--- config.mk ---
export PLATFORM = sky130hd
export DESIGN_NAME = gta_cell
export DESIGN_NICKNAME = d
export VERILOG_FILES = /design/src/design/gta_pkg.sv /design/src/design/gta_cell.sv
export SDC_FILE = /design/constraint.sdc
export NUM_CORES = 1
export LEC_CHECK = 0
export BUFFER_PORTS_ARGS = -buffer_cell sky130_fd_sc_hd__buf_4
export CAP_MARGIN = 5
export CORE_MARGIN = 1.5
export CORE_UTILIZATION = 42
export DETAILED_ROUTE_END_ITERATION = 8
export PLACE_DENSITY = 0.62
export SLEW_MARGIN = 15
export SYNTH_ARGS = -nofsm -noshare
export SYNTH_HDL_FRONTEND = slang
export SYNTH_SLANG_ARGS = --single-unit
export TNS_END_PERCENT = 100
--- constraint.sdc ---
create_clock -name i_clk -period 8.98 [get_ports i_clk]
set_input_delay 0.898 -clock i_clk [delete_from_list [all_inputs] [get_ports i_clk]]
set_output_delay 0.898 -clock i_clk [all_outputs]
set_load 0.03 [all_outputs]
--- src/design/gta_pkg.sv ---
`timescale 1ns / 1ps
// ----------------------------------------------------------------------------
// gta_pkg
// shared types and constants of the greedy threshold assignment block
// ----------------------------------------------------------------------------
package gta_pkg;

    localparam int MAX_ROWS_DEF = 32;
    localparam int MAX_COLS_DEF = 32;

    // index fields cover the whole parameter range (up to 64)
    localparam int IDX_W  = 6;
    localparam int COST_W = 16;
    localparam int THR_W  = 15;

    localparam logic [COST_W:0]  ONE_Q14    = 17'd16384;
    localparam logic [THR_W-1:0] THRESH_RST = 15'd8192;

    localparam logic [1:0] REG_ROW_COUNT    = 2'd0;
    localparam logic [1:0] REG_COL_COUNT    = 2'd1;
    localparam logic [1:0] REG_MATCH_THRESH = 2'd2;

    localparam logic OP_WRITE = 1'b0;
    localparam logic OP_SOLVE = 1'b1;

    localparam logic [1:0] KIND_MATCH = 2'd0;
    localparam logic [1:0] KIND_ROW   = 2'd1;
    localparam logic [1:0] KIND_COL   = 2'd2;

    // best candidate travelling down the row chain
    typedef struct packed {
        logic              found;
        logic [COST_W-1:0] cost;
        logic [IDX_W-1:0]  row;
        logic [IDX_W-1:0]  col;
    } t_cand;

    // broadcast from the sequencer to every row cell
    typedef struct packed {
        logic              wr_en;
        logic [IDX_W-1:0]  wr_row;
        logic [IDX_W-1:0]  wr_col;
        logic [COST_W-1:0] wr_data;
        logic              clr_taken;
        logic              take_en;
        logic [IDX_W-1:0]  take_row;
        logic              clr_best;
        logic              sw_vld;
        logic [IDX_W-1:0]  sw_col;
        logic              sw_free;
        logic [THR_W-1:0]  thresh;
        logic [IDX_W:0]    rows;
    } t_ctl;

endpackage

--- src/design/gta_cell.sv ---
`timescale 1ns / 1ps
// ----------------------------------------------------------------------------
// gta_cell
// one matrix row: cost memory, row-taken flag, row minimum and chain stage
// ----------------------------------------------------------------------------
module gta_cell #(
    parameter int MAX_COLS = gta_pkg::MAX_COLS_DEF,
    parameter int ROW_ID   = 0
) (
    input  logic          i_clk,
    input  logic          i_rst_n,
    input  gta_pkg::t_ctl i_ctl,
    input  gta_pkg::t_cand i_chain,
    output gta_pkg::t_cand o_chain,
    output logic          o_taken
);

    localparam int CIW = (MAX_COLS > 1) ? $clog2(MAX_COLS) : 1;
    localparam logic [gta_pkg::IDX_W:0] ROW_K = (gta_pkg::IDX_W + 1)'(ROW_ID);
    localparam logic [gta_pkg::IDX_W:0] COL_N = (gta_pkg::IDX_W + 1)'(MAX_COLS);

    logic [gta_pkg::COST_W-1:0] r_mem [MAX_COLS];
    logic [gta_pkg::COST_W-1:0] r_rd;
    logic                       r_sw_vld;
    logic                       r_sw_free;
    logic [gta_pkg::IDX_W-1:0]  r_sw_col;
    logic                       r_taken;
    gta_pkg::t_cand             r_best;
    gta_pkg::t_cand             r_chain;

    logic                       wr_ok;
    logic                       active;
    logic [gta_pkg::COST_W:0]   sum;
    logic                       better;
    logic                       in_win;

    assign wr_ok = i_ctl.wr_en && ({1'b0, i_ctl.wr_row} == ROW_K)
                   && ({1'b0, i_ctl.wr_col} < COL_N);
    assign active = ROW_K < i_ctl.rows;
    assign sum    = {1'b0, r_rd} + {2'b00, i_ctl.thresh};
    assign better = r_sw_vld && r_sw_free && active && !r_taken
                    && (sum <= gta_pkg::ONE_Q14)
                    && (!r_best.found || (r_rd < r_best.cost));
    // ties keep the earlier row coming down the chain
    assign in_win = i_chain.found && (!r_best.found || (i_chain.cost <= r_best.cost));

    always_ff @(posedge i_clk) begin
        if (wr_ok) begin
            r_mem[i_ctl.wr_col[CIW-1:0]] <= i_ctl.wr_data;
        end
        if (i_ctl.sw_vld) begin
            r_rd <= r_mem[i_ctl.sw_col[CIW-1:0]];
        end
        r_sw_col  <= i_ctl.sw_col;
        r_sw_free <= i_ctl.sw_free;
    end

    always_ff @(posedge i_clk) begin
        if (!i_rst_n) begin
            r_sw_vld      <= 1'b0;
            r_taken       <= 1'b0;
            r_best.found  <= 1'b0;
            r_chain.found <= 1'b0;
        end else begin
            r_sw_vld <= i_ctl.sw_vld;
            if (i_ctl.clr_taken) begin
                r_taken <= 1'b0;
            end else if (i_ctl.take_en && ({1'b0, i_ctl.take_row} == ROW_K)) begin
                r_taken <= 1'b1;
            end
            if (i_ctl.clr_best) begin
                r_best.found <= 1'b0;
            end else if (better) begin
                r_best.found <= 1'b1;
                r_best.cost  <= r_rd;
                r_best.row   <= ROW_K[gta_pkg::IDX_W-1:0];
                r_best.col   <= r_sw_col;
            end
            r_chain <= in_win ? i_chain : r_best;
        end
    end

    assign o_chain = r_chain;
    assign o_taken = r_taken;

endmodule

==> impl_metrics.tcl <==
set metrics [dict create \
    cts.htree.levels 2 \
    grt_use_total_pct 18.70 \
    cp.arrival_ns 4.47 \
    startpoint_type "register" \
    drt_wl_total_microns 52970 \
    antenna_found_initial 0 \
    hold_buffers 0 \
    routabilityCongestion 0.8339 \
    netSwitchingFraction_pct 21.38 \
    fin_area_sq_um 27660 \
    worst_slew_pin_slew_ns 1.136 \
    whs_ns 0.3834 \
    multi_input_area_sq_um 5989 \
    cts_tree "yes" \
    routedWlPerCell_microns 25.42 \
    drv_slew 0 \
    hpwl_microns 31710 \
    outcome "complete, no violations" \
    grt_pass1_vias 12110 \
    synth_common_cells "578 x edfxtp_1, 160 x mux4_2, 46 x ha_1" \
    combPwrFrac_pct 6.4 \
    power_switching_uw 1236 \
    critPathMaxFanout 22 \
    synth-seq-cells 589 \
    die_area_sq_um 58000 \
    overflow 0 \
    slowest_delay_ns 0.99 \
    fill_cells 4488 \
    total_leakage_power_uw 0.009169 \
    synth_top_family_by_area "multiplexers" \
    syn_avg_cell_area_sq_um 21.38 \
    area.growth.synth_to_final_pct 16.44 \
    hold_viol 0 \
    synth_top_area_share_pct 73.06 \
    ir_drop_mv 0.1590 \
    grt_max_degree 91 \
    start_util_pct 42.79 \
    pwr-share-seq_pct 52.8 \
    viasPerCell 5.547 \
    portBuffers 128 \
    io_pins 129 \
    register_area_sq_um 17580 \
    worstSkewPairLatency_ns 0.63 \
    ys_warn_count 0 \
    cp.buffers_inverters 0 \
    yosysMostFrequentCell "edfxtp_1" \
    vias 11560 \
    p_total_uw 5779 \
    cts-buffers-inserted 59 \
    synth_cells 1111 \
    async_reset_ff_share_pct 0 \
    clk_pin_slew_worst_paths_ns 0.07 \
    dr.first_iter.drc_count 1112 \
    drive_above_1_share_pct 36.03 \
    setup_violations 0 \
    core_area_sq_um 55520 \
    rows 86 \
    critPathSlowestCell "a311oi_4" \
    cp_cell_sequence "ha_1, fa_1, a21o_2, a221oi_1, xnor2_1, a21oi_2, o2111ai_1, a2111oi_2, o221ai_2, a311oi_4" \
    ant_nets 0 \
    clock_skew_ns 0.01493 \
    pwr-share-clk_pct 40.8 \
    min_path_type "in2reg" \
    synth.distinct_cells 58 \
    cts_buffer_depth 3 \
    synth_edf_count 578 \
    post-cts-setup-buffers 0 \
    p_int_uw 4543 \
    cp-end-kind "register" \
    die_w_microns 240.8 \
    finalCritPeriodShare_pct 47.15 \
    max_freq_mhz 236.2 \
    synth-xor-area-share_pct 0.3318 \
    cts_resized 0 \
    synth_compound_area_share_pct 2.433 \
    slew_headroom_pct 24.29 \
    rsz0062_at_grt "no" \
    synth_top_area_cell "edfxtp_1" \
    synth_fp_nets 1257 \
    layout_min_cycle_time_ns 4.234 \
    cts_root_buf "clkbuf_16" \
    yosys.area_share.simple_pct 2.544 \
    die_h_microns 240.8 \
    crit_family "compound AO/OA/AOI/OAI gates" \
    ys.flop_type "edfxtp_1" \
    drc_errors 0 \
    crit_type "reg2reg" \
    muxShareOfSynthArea_pct 17.01 \
    finalSetupTns_ns 0 \
    dpl-instance-area_sq_um 25800 \
    yosysSeqAreaShare_pct 73.98 \
    dr.pass1.iters 5 \
    max_cap_viol_count 0 \
    worstPathRequired_ns 9.21 \
    synthTopCellsByArea "edfxtp_1 73%, mux4_2 15%, ha_1 2.4%, mux2_2 1.8%, dfxtp_1 0.93%" \
    nNetsFinal 1434 \
    synth_fa_ha_area_share_pct 2.507 \
    grt_pass1_wl_microns 77930 \
    power_density_nw_per_um2 208.9 \
    netlist_area_sq_um 23760 \
    cts_sinks 589 \
]
[layer usage]
metal / GRT usage, % / wire (microns) / share of wire, %
met1: 24.76 / 22070 / 42
met2: 31.29 / 25980 / 49
met3: 3.683 / 3550 / 6.7
met4: 5.985 / 1374 / 2.6
met5: 0 / 0 / 0
[layout make-up]
class / instances / share of cell area [%]
Inverter: 18 / 0.2442
Clock inverter: 38 / 1.149
Antenna cell: 1 / 0.009046
Tap cell: 748 / 3.383
Sequential cell: 589 / 63.54
Timing Repair Buffer: 163 / 4.460
Clock buffer: 70 / 5.563
Multi-Input combinational cell: 457 / 21.65
[kinds of logic after synthesis]
kind of cell | count (synthesis)
simple gates | 119
xor+xnor | 9
mux | 199
buf+inv | 65
compound gates | 83
flops | 589
fa+ha+maj | 47
[power by group through the flow]
stage	Sequential (uW)	Combinational, uW	Clock [uW]
floorplan	3120	218	0
global placement	3110	365	0
detailed placement	3110	372	0
CTS	3050	373	2410
global route	3050	404	2510
finish	3050	369	2360
[final timing paths]
path                            depth (start not counted)                 from  slack (ns)                  end
worst min register to register                          0  r_sw_col[1]$_DFF_P_        0.40  r_best[1]$_DFFE_PP_
worst min-delay path                                    1            i_ctl[22]        0.38    r_sw_free$_DFF_P_
worst max-delay path                                   10    r_rd[0]$_DFFE_PP_        4.75  r_best[3]$_DFFE_PP_
worst max register to register                         10    r_rd[0]$_DFFE_PP_        4.75  r_best[3]$_DFFE_PP_
[through the flow]
step | worst slack [ns] | util (%) | cells
after floorplan | 4.584 | - | 1111
after global placement | 4.316 | 46.47 | 1975
after detailed placement | 4.273 | 46.47 | 1975
after CTS | 4.733 | 49.82 | 2083
after global routing | 4.512 | 49.82 | 2083
final | 4.746 | 49.82 | 2084
[flip-flops by register name (all words and copies together), names as in the netlist]
| register | cells |
|---|---|
| o_taken | 1 |
| o_chain | 29 |
| r_sw_vld | 1 |
| r_sw_col | 6 |
| r_rd | 16 |
| r_mem | 512 |
| r_sw_free | 1 |
| r_best | 23 |
[cell usage in the layout (no fill, tap or decap), types with 11 or more instances in the layout]
cell       instances
a21o_1            16
clkbuf_16         60
inv_1             18
nand2_1           18
mux4_2           160
a21oi_1           19
nor2_2            32
dfxtp_1           11
mux2_2            38
ha_1              46
clkinv_1          20
buf_4            161
o21ai_0           12
edfxtp_1         578
(Power assumes the default switching activity.)
